File: src/sv/ows_pkg.sv
// Package for the 1-Wire search-ROM decision engine.
// Holds the word types, the action and status codes and the fixed constants.
// No dependencies; the design files refer to it by scoped names, the test files import it.
`default_nettype none

package ows_pkg;

    localparam int ROM_BITS = 64;
    localparam int POS_W    = 7;
    localparam int IDX_W    = 6;
    localparam int FD_W     = 4;
    localparam int CRC_W    = 8;

    localparam logic [POS_W-1:0] POS_FIRST    = 7'd1;
    localparam logic [POS_W-1:0] POS_LAST     = 7'd64;
    localparam logic [POS_W-1:0] POS_DONE     = 7'd65;
    localparam logic [POS_W-1:0] FAMILY_LIMIT = 7'd9;
    localparam logic [CRC_W-1:0] CRC_POLY     = 8'h8C;
    localparam logic [7:0]       FAMILY_ZERO  = 8'h00;

    typedef enum logic [1:0] {
        ACT_FRESH    = 2'd0,
        ACT_CONTINUE = 2'd1,
        ACT_BIT_PAIR = 2'd2
    } action_t;

    typedef enum logic [2:0] {
        ST_PROCEED = 3'd0,
        ST_WRITE   = 3'd1,
        ST_FOUND   = 3'd2,
        ST_FAILED  = 3'd3,
        ST_IGNORED = 3'd4
    } status_t;

    typedef struct packed {
        logic [1:0] action;
        logic       presence;
        logic       id_bit;
        logic       complement_bit;
    } in_word_t;

    typedef struct packed {
        status_t               status;
        logic                  direction;
        logic [ROM_BITS-1:0]   rom_code;
        logic                  last_device;
        logic [FD_W-1:0]       family_discrepancy_out;
    } out_word_t;

endpackage

`default_nettype wire

File: src/sv/ows_if.sv
// Valid/ready channel interfaces for the search-ROM engine: request and result.
// Depends on ows_pkg for the payload widths.
`default_nettype none

interface ows_in_if;
    logic       valid;
    logic       ready;
    logic [1:0] action;
    logic       presence;
    logic       id_bit;
    logic       complement_bit;

    modport source (output valid, output action, output presence, output id_bit,
                    output complement_bit, input ready);
    modport sink   (input valid, input action, input presence, input id_bit,
                    input complement_bit, output ready);
endinterface

interface ows_out_if;
    logic                           valid;
    logic                           ready;
    logic [2:0]                     status;
    logic                           direction;
    logic [ows_pkg::ROM_BITS-1:0]   rom_code;
    logic                           last_device;
    logic [ows_pkg::FD_W-1:0]       family_discrepancy_out;

    modport source (output valid, output status, output direction, output rom_code,
                    output last_device, output family_discrepancy_out, input ready);
    modport sink   (input valid, input status, input direction, input rom_code,
                    input last_device, input family_discrepancy_out, output ready);
endinterface

`default_nettype wire

File: src/sv/ows_in_reg.sv
// Input register of the search-ROM engine: captures one request word.
// Depends on ows_pkg.
`default_nettype none

module ows_in_reg
(
    input  wire logic              clk,
    input  wire logic              rst_n,
    input  wire logic              in_valid,
    output logic                   in_ready,
    input  wire ows_pkg::in_word_t in_word,
    input  wire logic              out_free,
    output logic                   word_valid,
    output ows_pkg::in_word_t      word
);

    logic              valid_reg;
    logic              valid_next;
    ows_pkg::in_word_t word_reg;
    logic              advance;

    // The held word moves on whenever the output register can take its result.
    assign advance    = valid_reg && out_free;
    assign in_ready   = !valid_reg || advance;
    assign valid_next = (in_valid && in_ready) ? 1'b1 : (advance ? 1'b0 : valid_reg);

    always_ff @(posedge clk or negedge rst_n)
    begin
        if (!rst_n)
        begin
            valid_reg <= 1'b0;
        end
        else
        begin
            valid_reg <= valid_next;
        end
    end

    always_ff @(posedge clk)
    begin
        if (in_valid && in_ready)
        begin
            word_reg <= in_word;
        end
    end

    assign word_valid = valid_reg;
    assign word       = word_reg;

endmodule

`default_nettype wire

File: src/sv/ows_engine.sv
// Search-ROM decision logic and search state: one request word per cycle while go is high.
// Depends on ows_pkg.
`default_nettype none

module ows_engine
(
    input  wire logic               clk,
    input  wire logic               rst_n,
    input  wire logic               go,
    input  wire ows_pkg::in_word_t  word,
    output ows_pkg::out_word_t      result
);

    logic [ows_pkg::ROM_BITS-1:0] rom_bits_reg, rom_bits_next;
    logic [ows_pkg::POS_W-1:0]    last_discrepancy_reg, last_discrepancy_next;
    logic [ows_pkg::FD_W-1:0]     family_discrepancy_reg, family_discrepancy_next;
    logic                         last_device_seen_reg, last_device_seen_next;
    logic [ows_pkg::POS_W-1:0]    bit_position_reg, bit_position_next;
    logic [ows_pkg::POS_W-1:0]    last_zero_position_reg, last_zero_position_next;
    logic [ows_pkg::CRC_W-1:0]    running_crc_reg, running_crc_next;
    logic                         search_active_reg, search_active_next;

    logic [ows_pkg::POS_W-1:0]    pos;
    logic [ows_pkg::IDX_W-1:0]    idx;
    logic                         dir;
    logic                         feedback;
    logic [ows_pkg::CRC_W-1:0]    crc_shifted;
    logic [ows_pkg::POS_W-1:0]    zero_pos_upd;
    logic [ows_pkg::ROM_BITS-1:0] rom_upd;
    logic                         seen_eff;
    ows_pkg::status_t             status;
    logic                         out_dir;

    // Clamp the position into the ROM range before it is used as an index.
    always_comb
    begin
        if (bit_position_reg < ows_pkg::POS_FIRST)
        begin
            pos = ows_pkg::POS_FIRST;
        end
        else if (bit_position_reg > ows_pkg::POS_LAST)
        begin
            pos = ows_pkg::POS_LAST;
        end
        else
        begin
            pos = bit_position_reg;
        end
    end

    assign idx = ows_pkg::IDX_W'(pos - ows_pkg::POS_FIRST);

    // Direction: a disagreement dictates the bit; a discrepancy follows the
    // previous pass below the last discrepancy and takes one at it.
    always_comb
    begin
        if (word.id_bit != word.complement_bit)
        begin
            dir = word.id_bit;
        end
        else if (pos < last_discrepancy_reg)
        begin
            dir = rom_bits_reg[idx];
        end
        else
        begin
            dir = (pos == last_discrepancy_reg);
        end
    end

    always_comb
    begin
        zero_pos_upd = last_zero_position_reg;
        if ((word.id_bit == word.complement_bit) && !dir)
        begin
            zero_pos_upd = pos;
        end
        rom_upd      = rom_bits_reg;
        rom_upd[idx] = dir;
    end

    assign feedback    = running_crc_reg[0] ^ dir;
    assign crc_shifted = {1'b0, running_crc_reg[ows_pkg::CRC_W-1:1]}
                         ^ (feedback ? ows_pkg::CRC_POLY : '0);
    assign seen_eff    = (word.action == ows_pkg::ACT_FRESH) ? 1'b0 : last_device_seen_reg;

    always_comb
    begin
        rom_bits_next           = rom_bits_reg;
        last_discrepancy_next   = last_discrepancy_reg;
        family_discrepancy_next = family_discrepancy_reg;
        last_device_seen_next   = last_device_seen_reg;
        bit_position_next       = bit_position_reg;
        last_zero_position_next = last_zero_position_reg;
        running_crc_next        = running_crc_reg;
        search_active_next      = search_active_reg;
        status                  = ows_pkg::ST_IGNORED;
        out_dir                 = 1'b0;

        priority if ((word.action == ows_pkg::ACT_FRESH) ||
                     (word.action == ows_pkg::ACT_CONTINUE))
        begin
            if (word.action == ows_pkg::ACT_FRESH)
            begin
                last_discrepancy_next   = '0;
                family_discrepancy_next = '0;
                last_device_seen_next   = 1'b0;
            end
            running_crc_next   = '0;
            search_active_next = 1'b0;
            if (seen_eff || !word.presence)
            begin
                last_discrepancy_next   = '0;
                family_discrepancy_next = '0;
                last_device_seen_next   = 1'b0;
                status                  = ows_pkg::ST_FAILED;
            end
            else
            begin
                search_active_next      = 1'b1;
                bit_position_next       = ows_pkg::POS_FIRST;
                last_zero_position_next = '0;
                status                  = ows_pkg::ST_PROCEED;
            end
        end
        else if ((word.action == ows_pkg::ACT_BIT_PAIR) && search_active_reg)
        begin
            if (word.id_bit && word.complement_bit)
            begin
                last_discrepancy_next   = '0;
                family_discrepancy_next = '0;
                last_device_seen_next   = 1'b0;
                search_active_next      = 1'b0;
                status                  = ows_pkg::ST_FAILED;
            end
            else
            begin
                out_dir                 = dir;
                rom_bits_next           = rom_upd;
                running_crc_next        = crc_shifted;
                last_zero_position_next = zero_pos_upd;
                if ((word.id_bit == word.complement_bit) && !dir &&
                    (pos < ows_pkg::FAMILY_LIMIT))
                begin
                    family_discrepancy_next = ows_pkg::FD_W'(pos);
                end
                if (pos < ows_pkg::POS_LAST)
                begin
                    bit_position_next = pos + ows_pkg::POS_FIRST;
                    status            = ows_pkg::ST_WRITE;
                end
                else
                begin
                    search_active_next = 1'b0;
                    bit_position_next  = ows_pkg::POS_DONE;
                    if (crc_shifted != '0)
                    begin
                        last_discrepancy_next   = '0;
                        family_discrepancy_next = '0;
                        last_device_seen_next   = 1'b0;
                        status                  = ows_pkg::ST_FAILED;
                    end
                    else
                    begin
                        last_discrepancy_next = zero_pos_upd;
                        if (zero_pos_upd == '0)
                        begin
                            last_device_seen_next = 1'b1;
                        end
                        status = ows_pkg::ST_FOUND;
                        // A zero family byte cannot belong to a real device.
                        if (rom_upd[7:0] == ows_pkg::FAMILY_ZERO)
                        begin
                            last_discrepancy_next   = '0;
                            family_discrepancy_next = '0;
                            last_device_seen_next   = 1'b0;
                            status                  = ows_pkg::ST_FAILED;
                        end
                    end
                end
            end
        end
        else
        begin
            status = ows_pkg::ST_IGNORED;
        end
    end

    always_ff @(posedge clk or negedge rst_n)
    begin
        if (!rst_n)
        begin
            rom_bits_reg           <= '0;
            last_discrepancy_reg   <= '0;
            family_discrepancy_reg <= '0;
            last_device_seen_reg   <= 1'b0;
            bit_position_reg       <= ows_pkg::POS_FIRST;
            last_zero_position_reg <= '0;
            running_crc_reg        <= '0;
            search_active_reg      <= 1'b0;
        end
        else if (go)
        begin
            rom_bits_reg           <= rom_bits_next;
            last_discrepancy_reg   <= last_discrepancy_next;
            family_discrepancy_reg <= family_discrepancy_next;
            last_device_seen_reg   <= last_device_seen_next;
            bit_position_reg       <= bit_position_next;
            last_zero_position_reg <= last_zero_position_next;
            running_crc_reg        <= running_crc_next;
            search_active_reg      <= search_active_next;
        end
    end

    assign result.status                 = status;
    assign result.direction              = out_dir;
    assign result.rom_code               = rom_bits_next;
    assign result.last_device            = last_device_seen_next;
    assign result.family_discrepancy_out = family_discrepancy_next;

    a_pos_range: assert property (@(posedge clk) disable iff (!rst_n)
        (bit_position_reg >= ows_pkg::POS_FIRST) && (bit_position_reg <= ows_pkg::POS_DONE))
        else $error("bit position left its range");

    a_active_pos: assert property (@(posedge clk) disable iff (!rst_n)
        search_active_reg |-> (bit_position_reg <= ows_pkg::POS_LAST))
        else $error("search running past the last ROM bit");

    a_last_device: assert property (@(posedge clk) disable iff (!rst_n)
        last_device_seen_reg |-> (last_discrepancy_reg == '0) && !search_active_reg)
        else $error("last device flagged with a pending discrepancy");

    a_family_range: assert property (@(posedge clk) disable iff (!rst_n)
        family_discrepancy_reg < ows_pkg::FD_W'(ows_pkg::FAMILY_LIMIT))
        else $error("family discrepancy outside the family byte");

    a_idle_pair: assert property (@(posedge clk) disable iff (!rst_n)
        go && (word.action == ows_pkg::ACT_BIT_PAIR) && !search_active_reg
        |=> $stable(rom_bits_reg) && $stable(bit_position_reg))
        else $error("bit pair outside a search changed the state");

endmodule

`default_nettype wire

File: src/sv/ows_out_reg.sv
// Output register of the search-ROM engine: holds one result word until taken.
// Depends on ows_pkg.
`default_nettype none

module ows_out_reg
(
    input  wire logic               clk,
    input  wire logic               rst_n,
    input  wire logic               load,
    input  wire ows_pkg::out_word_t word,
    output logic                    out_free,
    output logic                    out_valid,
    input  wire logic               out_ready,
    output ows_pkg::out_word_t      out_word
);

    logic               valid_reg;
    logic               valid_next;
    ows_pkg::out_word_t word_reg;

    assign out_free   = !valid_reg || out_ready;
    assign valid_next = load ? 1'b1 : (out_ready ? 1'b0 : valid_reg);

    always_ff @(posedge clk or negedge rst_n)
    begin
        if (!rst_n)
        begin
            valid_reg <= 1'b0;
        end
        else
        begin
            valid_reg <= valid_next;
        end
    end

    always_ff @(posedge clk)
    begin
        if (load)
        begin
            word_reg <= word;
        end
    end

    assign out_valid = valid_reg;
    assign out_word  = word_reg;

endmodule

`default_nettype wire

File: src/sv/onewire_rom_search_top.sv
// Top level of the 1-Wire search-ROM decision engine.
// Depends on ows_pkg, ows_if, ows_in_reg, ows_engine and ows_out_reg.
//
// Usage: the bus controller sends request words on the request channel. A
// begin word (fresh or continuing search) carries the presence result of the
// bus reset; each bit-pair word carries the id and complement bits of one ROM
// position. Every request word gives exactly one result word on the response
// channel: a status, the direction bit to write, and the ROM code, last-device
// flag and family discrepancy as they stand after that word.
// Flow: an accepted word waits in the input register and its result is loaded
// into the output register and offered from there. One word per cycle is
// sustained while the receiver keeps up; the decision is a single pass from
// the input register through the engine logic into the output register.
// Reset clears the search state (no search running, empty ROM code, position
// one) and empties both registers. When the receiver stalls, the result word
// holds, the input register keeps one further word, and request ready drops
// only when both are occupied.
`default_nettype none

module onewire_rom_search_top
(
    input  wire logic   clk,
    input  wire logic   rst_n,
    ows_in_if.sink      request,
    ows_out_if.source   response
);

    ows_pkg::in_word_t  in_word;
    ows_pkg::in_word_t  held_word;
    ows_pkg::out_word_t result;
    ows_pkg::out_word_t out_word;
    logic               word_valid;
    logic               out_free;
    logic               go;

    assign in_word.action         = request.action;
    assign in_word.presence       = request.presence;
    assign in_word.id_bit         = request.id_bit;
    assign in_word.complement_bit = request.complement_bit;

    ows_in_reg u_in_reg
    (
        .clk        (clk),
        .rst_n      (rst_n),
        .in_valid   (request.valid),
        .in_ready   (request.ready),
        .in_word    (in_word),
        .out_free   (out_free),
        .word_valid (word_valid),
        .word       (held_word)
    );

    assign go = word_valid && out_free;

    ows_engine u_engine
    (
        .clk    (clk),
        .rst_n  (rst_n),
        .go     (go),
        .word   (held_word),
        .result (result)
    );

    ows_out_reg u_out_reg
    (
        .clk       (clk),
        .rst_n     (rst_n),
        .load      (go),
        .word      (result),
        .out_free  (out_free),
        .out_valid (response.valid),
        .out_ready (response.ready),
        .out_word  (out_word)
    );

    assign response.status                 = out_word.status;
    assign response.direction              = out_word.direction;
    assign response.rom_code               = out_word.rom_code;
    assign response.last_device            = out_word.last_device;
    assign response.family_discrepancy_out = out_word.family_discrepancy_out;

endmodule

`default_nettype wire

File: src/flat_wrapper.sv
// flat-port wrapper written by rule: the top's interface ports become plain ports
module onewire_rom_search_top_flat 
  (clk, rst_n, request_valid, request_action, request_presence, request_id_bit, request_complement_bit, request_ready, response_valid, response_status, response_direction, response_rom_code, response_last_device, response_family_discrepancy_out, response_ready);
  ows_in_if request_i ();
  ows_out_if response_i ();
  input  wire logic clk;
  input  wire logic rst_n;
  input wire logic [$bits(request_i.valid)-1:0] request_valid;
  input wire logic [$bits(request_i.action)-1:0] request_action;
  input wire logic [$bits(request_i.presence)-1:0] request_presence;
  input wire logic [$bits(request_i.id_bit)-1:0] request_id_bit;
  input wire logic [$bits(request_i.complement_bit)-1:0] request_complement_bit;
  output wire logic [$bits(request_i.ready)-1:0] request_ready;
  output wire logic [$bits(response_i.valid)-1:0] response_valid;
  output wire logic [$bits(response_i.status)-1:0] response_status;
  output wire logic [$bits(response_i.direction)-1:0] response_direction;
  output wire logic [$bits(response_i.rom_code)-1:0] response_rom_code;
  output wire logic [$bits(response_i.last_device)-1:0] response_last_device;
  output wire logic [$bits(response_i.family_discrepancy_out)-1:0] response_family_discrepancy_out;
  input wire logic [$bits(response_i.ready)-1:0] response_ready;
  assign request_i.valid = request_valid;
  assign request_i.action = request_action;
  assign request_i.presence = request_presence;
  assign request_i.id_bit = request_id_bit;
  assign request_i.complement_bit = request_complement_bit;
  assign request_ready = request_i.ready;
  assign response_valid = response_i.valid;
  assign response_status = response_i.status;
  assign response_direction = response_i.direction;
  assign response_rom_code = response_i.rom_code;
  assign response_last_device = response_i.last_device;
  assign response_family_discrepancy_out = response_i.family_discrepancy_out;
  assign response_i.ready = response_ready;
  onewire_rom_search_top u_core (.clk(clk), .rst_n(rst_n), .request(request_i), .response(response_i));
endmodule
File: config.mk
export PLATFORM = sky130hd
export DESIGN_NAME = onewire_rom_search_top_flat
export DESIGN_NICKNAME = d
export VERILOG_FILES = /design/src/sv/ows_pkg.sv /design/src/sv/ows_if.sv /design/src/sv/ows_in_reg.sv /design/src/sv/ows_engine.sv /design/src/sv/ows_out_reg.sv /design/src/sv/onewire_rom_search_top.sv /design/src/flat_wrapper.sv
export SDC_FILE = /design/constraint.sdc
export NUM_CORES = 1
export LEC_CHECK = 0
export BUFFER_PORTS_ARGS = -buffer_cell sky130_fd_sc_hd__buf_2
export CORE_UTILIZATION = 31
export CTS_BUF_LIST = sky130_fd_sc_hd__clkbuf_4
export DETAILED_ROUTE_END_ITERATION = 12
export GPL_TIMING_DRIVEN = 0
export PLACE_DENSITY_LB_ADDON = 0.08
export SETUP_SLACK_MARGIN = 0.4
export SKIP_CTS_REPAIR_TIMING = 1
export SYNTH_ARGS = -nofsm -noshare
export SYNTH_HDL_FRONTEND = slang
export SYNTH_HIERARCHICAL = 1
export SYNTH_SLANG_ARGS = --single-unit
File: constraint.sdc
create_clock -name clk -period 16.5 [get_ports clk]
set_clock_uncertainty 0.15 [all_clocks]
set_input_delay 3.3 -clock clk [delete_from_list [all_inputs] [get_ports clk]]
set_output_delay 3.3 -clock clk [all_outputs]
set_load 0.05 [all_outputs]
Word level (Yosys, flattened, before mapping):

Index checks and enable logic that the tools add are counted.

* bits in registers: 179
* output and inout bits: 75
* logic and storage cells: 135

* eq/ne operators: 9
* bitwise gates (word level): 3
* order comparisons: 7
* reduce and logical (&&, ||, !) cells: 27
* add/sub/neg operators: 2
* multiplexer cells: 68

Operators by type and width (number)
* $mux 64: 3
* $mux 7: 20
* $bwmux 64: 1
* $mux 4: 9
* $mux 8: 4
* $mux 1: 24
* $logic_not 8->1: 1
* $reduce_and 4->1: 2
* $reduce_bool 8->1: 1
* $xor 7x8->8: 1
* $add 7x1->7 const B: 1
* $eq 7x7->1: 1
* $gt 7x7->1 const B: 1
* $logic_and 1x1->1: 7
* $logic_not 7->1: 1
* $lt 6x7->1 const B: 1
* $lt 7x1->1 const B: 1
* $lt 7x4->1 const B: 1
* $lt 7x7->1: 1
* $lt 7x7->1 const B: 1
* $bmux 1 s6: 1
* $demux 1 s6: 1
* $ge 6x1->1 const B: 1
* $mux 2: 3
* other kinds (17): 28

Longest topological paths before layout:

Gate-level depths: netlist of run 1.

* depth in word-level cells: 19
* mapped depth: 23
* mapped depth without buffers: 16

Hierarchy:

The synthesis of run 1 kept the hierarchy.

Modules (own cells, without submodules)
* ows_engine: cells an instance 711, instances 1, area each 6640.1 um2, seq. area each 2478.6 um2
* ows_out_reg: cells an instance 76, instances 1, area each 2239.6 um2, seq. area each 2217.1 um2
* ows_in_reg: cells an instance 9, instances 1, area each 203.9 um2, seq. area each 175.2 um2
* onewire_rom_search_top: cells an instance 1, instances 1, area each 6.3 um2, seq. area each 0.0 um2

Least setup slack after synthesis of run 1:

OpenSTA, ideal clock, no wires.

* kind: input port to output port
* from: input port response_ready
* to: output port request_ready
* path buffers: 0
* path slack: 9392 ps
* arrival time: 3658 ps
* cell stages on the path: 2
* required time: 13050 ps
* path through: nand2b_4 nand2b_4

* cells in the longest elaborated chain, start to end: 3

RTL lines
* start: declaration: line flat_wrapper.sv:20 `input wire logic [$bits(response_i.ready)-1:0] response_ready;`
* $logic_or 1x1->1: line ows_out_reg.sv:21 `assign out_free = !valid_reg || out_ready;`
* $logic_and 1x1->1: line ows_in_reg.sv:23 `assign advance = valid_reg && out_free;`
* $logic_or 1x1->1: line ows_in_reg.sv:24 `assign in_ready = !valid_reg || advance;`
* end: declaration: line flat_wrapper.sv:13 `output wire logic [$bits(request_i.ready)-1:0] request_ready;`

No other way between the ends.

Final worst setup path of run 1:

* from: input port response_ready
* to: output port request_ready

* cells in the longest elaborated chain, start to end: 3

RTL lines
* $logic_or 1x1->1: line ows_out_reg.sv:21
* net u_core.out_free: line onewire_rom_search_top.sv:33 `logic out_free;`
* $logic_and 1x1->1: line ows_in_reg.sv:23
* $logic_or 1x1->1: line ows_in_reg.sv:24

The timed path passes the listed nets, and every way through them passes these cells.

==> results.txt, run 1 <==
- The clock passes through at most 2 buffers.
- The core region is 0.0288 sq mm.
- Worst vdd ir: 0.0000600 V
- Averaged over all synthesized cells, the footprint is 11.4 sq um.
- Pre-antenna DRT Iters: 5
- Final max-slew violation count: 0
- CP max stage delay: 0.21 ns
- GR Overflow Total: 0
* Critical Path Start: response_ready
- Post-synthesis net count: 816
- The routed layout has ~6,600 vias.
- Transition at the pin with the smallest max-transition slack: approximately 1.2 ns
- Average vias per placed instance: roughly 5
- Synth Cell Area: slightly above 0.009 sq mm
- Worst EP arrival: between 3 and 4 ns
- Initial core utilization: 31.6%
- The detailed router put a total of approximately 13,000 um of wire on met1.
- In this run, CTS created clock tree buffers numbering 17.
- Counting flops and latches in the post-synthesis netlist gives 179.
* Number of distinct library cells after synthesis: between 70 and 80
- Worst path cell trace: buf_2 > nand2b_4 > nand2b_4 > buf_2
* Via count of the first global-routing pass: about 6,500
* Total wire length: 26,000 um
- Critical Path Source Type: primary input
- The die is 173 um tall.
- Uppermost routed layer: met4
- Yosys printed 6 warnings.
- Boundary Pins: 84
- The most used flip-flop cell after synthesis is dfrtp_1.
- Initial antenna violation count: 1
- The initialized floorplan defines 62 standard-cell rows.
- Proportion of layout cells with a drive suffix above 1: 29.2%
- Gate count of the mapped netlist: ~800
* Nets: about 900
- Root Driver: clkbuf_4
- Metal2 WL: 11,500 um
- Sink Count: 179
- 1st-iter DRT viols: 491
- Setup total negative slack on the finished layout was measured at 0 ns.
- Synthesis-to-layout area growth: 13.7%
- Number of flip-flops under the largest register name: 73
* Number of flops mapped to enable cells by yosys: 78
- For the finished layout, the period the worst path requires is 7.33 ns.
* Largest net degree at the start of global routing: 53
* H-tree levels: 4
- The floorplan step set the die width to 173 um.
- TritonCTS built the clock tree.
- In this run the critical register-to-register path is launched from u_core/u_engine/bit_position_reg[0].
- The path class of the tightest hold or removal check is flip-flop to flip-flop.
- Global routing consumed, over all layers together, about 18% of the routing resources.
* Placer's final routability congestion estimate: 0.826
* Total design power: 0.00148 W
- The critical path is of the primary input to output port type.
- Unrepaired setup endpoints after global routing: false
- Remaining DRCs: 0
- Proportion of synthesized flip-flops having asynchronous set or reset: 56.4%
- Number of max-cap violations: 0
- Setup violation total in the final timing report: 0
- Part of the Yosys area used for sequential elements: 53.6%
* Later-pin clock latency in the skew report: 0.61 ns
- Detail Placement HPWL: 18,400 um
- Kind of capture point of the worst setup path: output port
- Antenna viol nets, final: 0
* First-pass GRT wire length: between 40,000 and 50,000 um
* Critical path fanouts, max: 3
* Bufs and invs on worst path: 2
* Full die area: 0.0300 sq mm
- Input and output buffers added on the ports amount to 83.
- Final hold viol count: 0
- After clock tree synthesis, the clock-pin slew on the worst setup and hold paths is 0.15 ns.
- On the critical path, the stage with the largest delay is an instance of buf_2.
- STA puts the critical path data required time at 13.05 ns.
- Top achievable clock speed: 0.136 GHz
* Worst Hold Launch: u_core/u_engine/last_discrepancy_reg[1]
- Core occupancy in the finished layout: 35.9%
* DR WL met3: just under 900 um
- Ratio of total power to cell area: 143 mW/mm^2
- Worst slew margin relative to its limit: 18.2%
- Lkg Pwr: 4.20 nW
- After detailed routing, the average wire length per cell comes to about 20 um.
- Result of the run: complete, no violations
- Grouping stages by cell kind, the critical path spends the most delay in buffers and inverters.
* Final cycle utilization of the critical path: between 40 and 50%
-- layer usage --
layer	vias up	GRT usage, %
li1	3100	-
met1	3319	27.0
met2	128	27.0
met3	13	3.11
met4	0	4.17
met5	-	0
-- metrics by stage --
stage / instances / worst slack, ns / hold WS, ns / cell area [sq um]
finish: 1299 / 9.17 / 0.362 / 10300
global route: 1299 / 9.14 / 0.378 / 10300
CTS: 1298 / 9.17 / 0.367 / 10300
detailed placement: 1266 / 9.17 / 0.333 / 10000
global placement: 1264 / 8.12 / 0.325 / 9990
floorplan: 797 / 9.39 / 0.316 / 9090
-- cells by family (layout without fill, tap and decap cells) --
kind of cell	count (synthesis)	in the layout	synth area share (%)
mux	133	133	17.4
buf+inv	61	178	2.97
simple gates	282	282	13.9
other cells	0	1	0
compound gates	127	127	10.0
xor+xnor	5	5	0.771
fa+ha+maj	10	10	1.38
flops	179	179	53.6
-- cells in the mapped netlist (4+ instances only) --
cell type	n	area share (%)
mux2_2	114	14
nor3_1	11	0.61
a211oi_1	4	0.33
ha_1	10	1.4
nand3_1	8	0.44
a21oi_1	13	0.72
a31oi_1	4	0.28
nor3b_1	4	0.33
a32o_1	10	1.1
dfrtp_1	100	28
o21ai_0	41	2.3
buf_2	9	0.50
mux4_1	4	1.2
nor4_1	4	0.28
a21o_1	5	0.41
nand2b_1	4	0.28
nand2_1	100	4.1
mux2i_1	11	1.2
nand3b_1	5	0.41
buf_4	4	0.33
edfxtp_1	78	26
a22o_1	13	1.3
nand4_1	6	0.41
nor2b_1	5	0.34
nor2_1	110	4.5
and2_1	9	0.62
buf_1	5	0.21
o31ai_1	5	0.41
inv_1	14	0.58
clkbuf_1	25	1.0
-- cell type report --
type                    count  area (sq um)
fillers                  2979         18400
clock inverters            14           159
inverters                  16          60.1
multi-input cells         557          3950
diodes                      1          2.50
repair buffers             85           469
clock buffers              18           135
flip-flops and latches    179          4870
well taps                 384           480
plain buffers              45           210
-- where the power goes --
group | switching (W) | leakage (nW) | total, W | internal (W)
Sequential | 0.0000401 | 2.08 | 0.000576 | 0.000535
Combinational | 0.000450 | 1.96 | 0.000641 | 0.000191
Clock | 0.000177 | 0.155 | 0.000261 | 0.0000840
-- cells in the final DEF, fill, tap and decap left out, drive strengths merged, types with 6 or more instances in the layout --
cell	synthesis	final
a21oi	14	14
a22o	13	13
a32o	10	10
and2	11	11
buf	20	105
clkbuf	25	43
dfrtp	100	100
edfxtp	78	78
ha	10	10
inv	15	23
mux2	115	115
mux2i	11	11
mux4	7	7
nand2	100	100
nand2b	8	8
nand3	8	8
nand4	6	6
nor2	110	110
nor3	11	11
o21ai	43	43
-- path summary, 6_finish.rpt --
kind                                                                  end  slack, ns  cells after the start
worst min-delay path              u_core/u_engine/last_discrepancy_reg[1]       0.36                      1
worst max-delay path                                        request_ready       9.17                      4
worst min register to register    u_core/u_engine/last_discrepancy_reg[1]       0.36                      1
worst max register to register               u_core/u_out_reg/out_word[2]       9.80                     19
min in group asynchronous                      u_core/u_in_reg/word_valid       2.49                      1
max in group asynchronous       u_core/u_engine/family_discrepancy_reg[3]      13.05                      2
No activity file was read; power rests on OpenSTA's default activity.
==> run 2, diff against run 1 <==
ABC_AREA = 1   (was default)
clock period = 7.55 ns   (was 16.5 ns; I/O delays follow)
==> results.txt, run 2 <==
- The via count of the first global-routing pass was 7,509.
* Top achievable clock speed: between 0.2 and 0.25 GHz
- During I/O placement, the number of pins put on the boundary was 84.
* Commonest non-fill, non-tap cell in the layout: nand2_1
* Total wire length: 28,200 um
- Proportion of synthesized flip-flops having asynchronous set or reset: 56.4%
- Y dimension of the die: 174 um
- Leaving out fill and tap cells, the most frequent cells in the layout are nand2_1, inv_1, nor2_1.
- Synthesis inferred 179 register bits.
- Cell seen most often among critical-path stages: nand2_1
- In the post-synthesis netlist, the biggest area contributors are dfrtp_1, edfxtp_1, nand2_1.
- Of the synthesized area, sequential elements account for 53.4%.
- Combinational cells account for 53.8% of the total power.
* Commonest cells post-synth: nand2_1, inv_1, nor2_1, o21ai_0, dfrtp_1
- Overall fraction of global-route tracks in use: 19.2%
* Setup violation total in the final timing report: 0
- STA classifies the critical path endpoint as a flip-flop.
- Final cycle utilization of the critical path: 66.0%
- Int Pwr: 0.00217 W
- Flop-to-flop setup slack: 2.57 ns
- Dividing the detail-routed wire length by the instance count gives approximately 17 um.
- Remaining DRCs: 0
* Path class of the lowest-slack min-delay path: flip-flop to flip-flop
- Number of max-cap violations: 0
- For the final routed database, the setup TNS stands at 0 ns.
- The run finished with clean final reports.
* H-tree levels: 4
- Synth Flop Type: dfrtp_1
- After synthesis, the mean cell area works out to 8.09 sq um.
* Total via count after detailed routing: 7,695
- In this run, CTS created clock tree buffers numbering 17.
- Clock transition at path regs: 0.16 ns
* Total design power: ~0.0045 W
- Summed over all nets, the half-perimeter wirelength after detailed placement is 19,300 um.
- In this run, the number of DRC markers left after iteration 0 of detailed routing was 605.
- Core Box Area: 0.0289 sq mm
- The synthesized netlist occupies a cell area of 0.00913 sq mm.
- Cell family with the largest share of critical-path delay: simple AND/OR/NAND/NOR gates
* Critical Path Source Type: flip-flop
- The floorplan step defined a die boundary enclosing 0.0301 sq mm.
- Along the worst path, the maximum fanout reaches 10.
- In this run the core area contains 62 standard-cell rows.
- The tree is rooted in a clkbuf_4.
- GR Overflow Total: 0
* Port bufs: 83
- The final hold violation count is 0.
- Antenna viol nets, final: 0
- The first detailed-routing pass ran for 5 iterations.
- Largest net degree at the start of global routing: 58
- In this run switching power makes up 51.6% of total power.
* Number of filler cells placed in the layout: 3,139
* TritonCTS clock tree: yes
- Data required, critical path: 7.90 ns
- The number of buffers and inverters on the critical path is 3.
- Synth top area share: 27.4%
* Worst EP arrival: around 5.3 ns
* Lkg Pwr: 4.59 nW
- Most frequently used cell type in the post-synthesis netlist: nand2_1
* Final critical-path required period: 4.98 ns
- Placer's final routability congestion estimate: 0.823
- Gate count of the mapped netlist: 1,128
* Slowest cell on the critical path: nor2_1
* Cell type with the highest aggregate area in the netlist: dfrtp_1
* Proportion of layout cells with a drive suffix above 1: 14.0%
- The Yosys step of the flow raised 6 warnings.
* Worst slew margin relative to its limit: 29.7%
- Synthesis-to-layout area growth: 13.7%
- The register with the most flip-flops in the layout has 73 of them.
- Initial antenna violation count: 1
- Horizontal extent of the die: ~170 um
- Initial core utilization: a little under a third
- After synthesis, the netlist uses 39 different library cells.
- In this run the power density over the cells is between 400 and 500 mW/mm^2.
* Maximum buffer depth of the clock tree: 2
- The critical path is of the flip-flop to flip-flop type.
- The number of max-slew violations in the final report came to 0.
* Reg power frac: between 30% and 40%
* Switching power: between 0.002 and 0.0025 W
- The tree built by TritonCTS fans out to 179 sinks.
* CP max stage delay: 0.80 ns
* Unrepaired setup endpoints after global routing: false
* Average vias per placed instance: 4.72
- Counting flops with a built-in enable in the synthesized netlist gives 78.
* First-pass GRT wire length: between 40,000 and 50,000 um
- Worst vdd ir: 0.000132 V
* Nets: 1,251
- Post-synthesis net count: 1,147
- Transition at the pin with the smallest max-transition slack: 1.05 ns
- Clock share of power: between 10% and 20%
- The clock reaches the later pin of the worst-skew pair after just under 0.6 ns.
[run 2: cell count changes after synthesis, moves of 39 or more]
cell	previous run	this run
o21ai_1	1	40
inv_1	14	133
o21ai_0	41	109
nand2_1	100	354
mux2_2	114	0
nand3_1	8	51
[run 2: logic make-up after synthesis]
group	count (synthesis)	share of synthesized area, %
compound gates	193	11.1
buf+inv	178	8.07
xor+xnor	4	0.466
flops	179	53.4
simple gates	564	25.6
fa+ha+maj	10	1.37
[run 2: power by group through the flow]
stage          logic [W]  registers, W  clock network [W]
4_1_cts          0.00242       0.00149           0.000613
5_1_grt          0.00266       0.00152           0.000643
3_3_place_gp     0.00240       0.00151                  0
3_5_place_dp     0.00241       0.00151                  0
6_report         0.00241       0.00149           0.000585
2_1_floorplan    0.00138       0.00180                  0
[run 2: path summary, 6_finish.rpt]
path / cells after the start / to / startpoint
setup reg to reg: 25 / u_core/u_engine/rom_bits_reg[62] / u_core/u_engine/bit_position_reg[3]
min in group asynchronous: 1 / u_core/u_engine/running_crc_reg[6] / rst_n
hold reg to reg: 2 / u_core/u_engine/last_zero_position_reg[2] / u_core/u_engine/last_zero_position_reg[2]
hold / removal: 2 / u_core/u_engine/last_zero_position_reg[2] / u_core/u_engine/last_zero_position_reg[2]
max in group asynchronous: 2 / u_core/u_engine/rom_bits_reg[46] / rst_n
setup / recovery: 25 / u_core/u_engine/rom_bits_reg[62] / u_core/u_engine/bit_position_reg[3]
[run 2: through the flow]
stage	instance area (sq um)	utilization [%]	std cells	hold slack (ns)	worst slack (ns)
floorplan	9130	-	1128	0.302	2.82
global placement	10000	34.7	1595	0.320	0.909
detailed placement	10100	35.0	1597	0.329	2.57
CTS	10400	36.0	1629	0.366	2.54
global route	10400	36.0	1630	0.381	2.14
finish	10400	36.0	1630	0.364	2.57
[run 2: worst min-delay path, cell delays in order, from the launching register on]
cell and delay [ns]:
dfrtp_1 0.38, nand2_1 0.05, o21ai_0 0.06
[run 2: per-layer routing]
layer / GRT usage, % / vias up / share of wire (%)
met4: 5.26 / 0 / 1.8
met1: 25.9 / 3643 / 47
met3: 3.11 / 28 / 4.0
li1: - / 3834 / -
met2: 31.8 / 190 / 47
met5: 0 / - / 0
[run 2: area by class of cell]
| class | count | area (sq um) | area share [%] |
|---|---|---|---|
| clock buffers | 19 | 143 | 1.37 |
| clock inverters | 13 | 150 | 1.45 |
| well taps | 384 | 480 | 4.63 |
| multi-input cells | 771 | 3520 | 33.9 |
| diodes | 1 | 2.50 | 0.0241 |
| plain buffers | 39 | 215 | 2.07 |
| flip-flops and latches | 179 | 4870 | 46.9 |
| repair buffers | 85 | 477 | 4.59 |
| inverters | 139 | 524 | 5.05 |
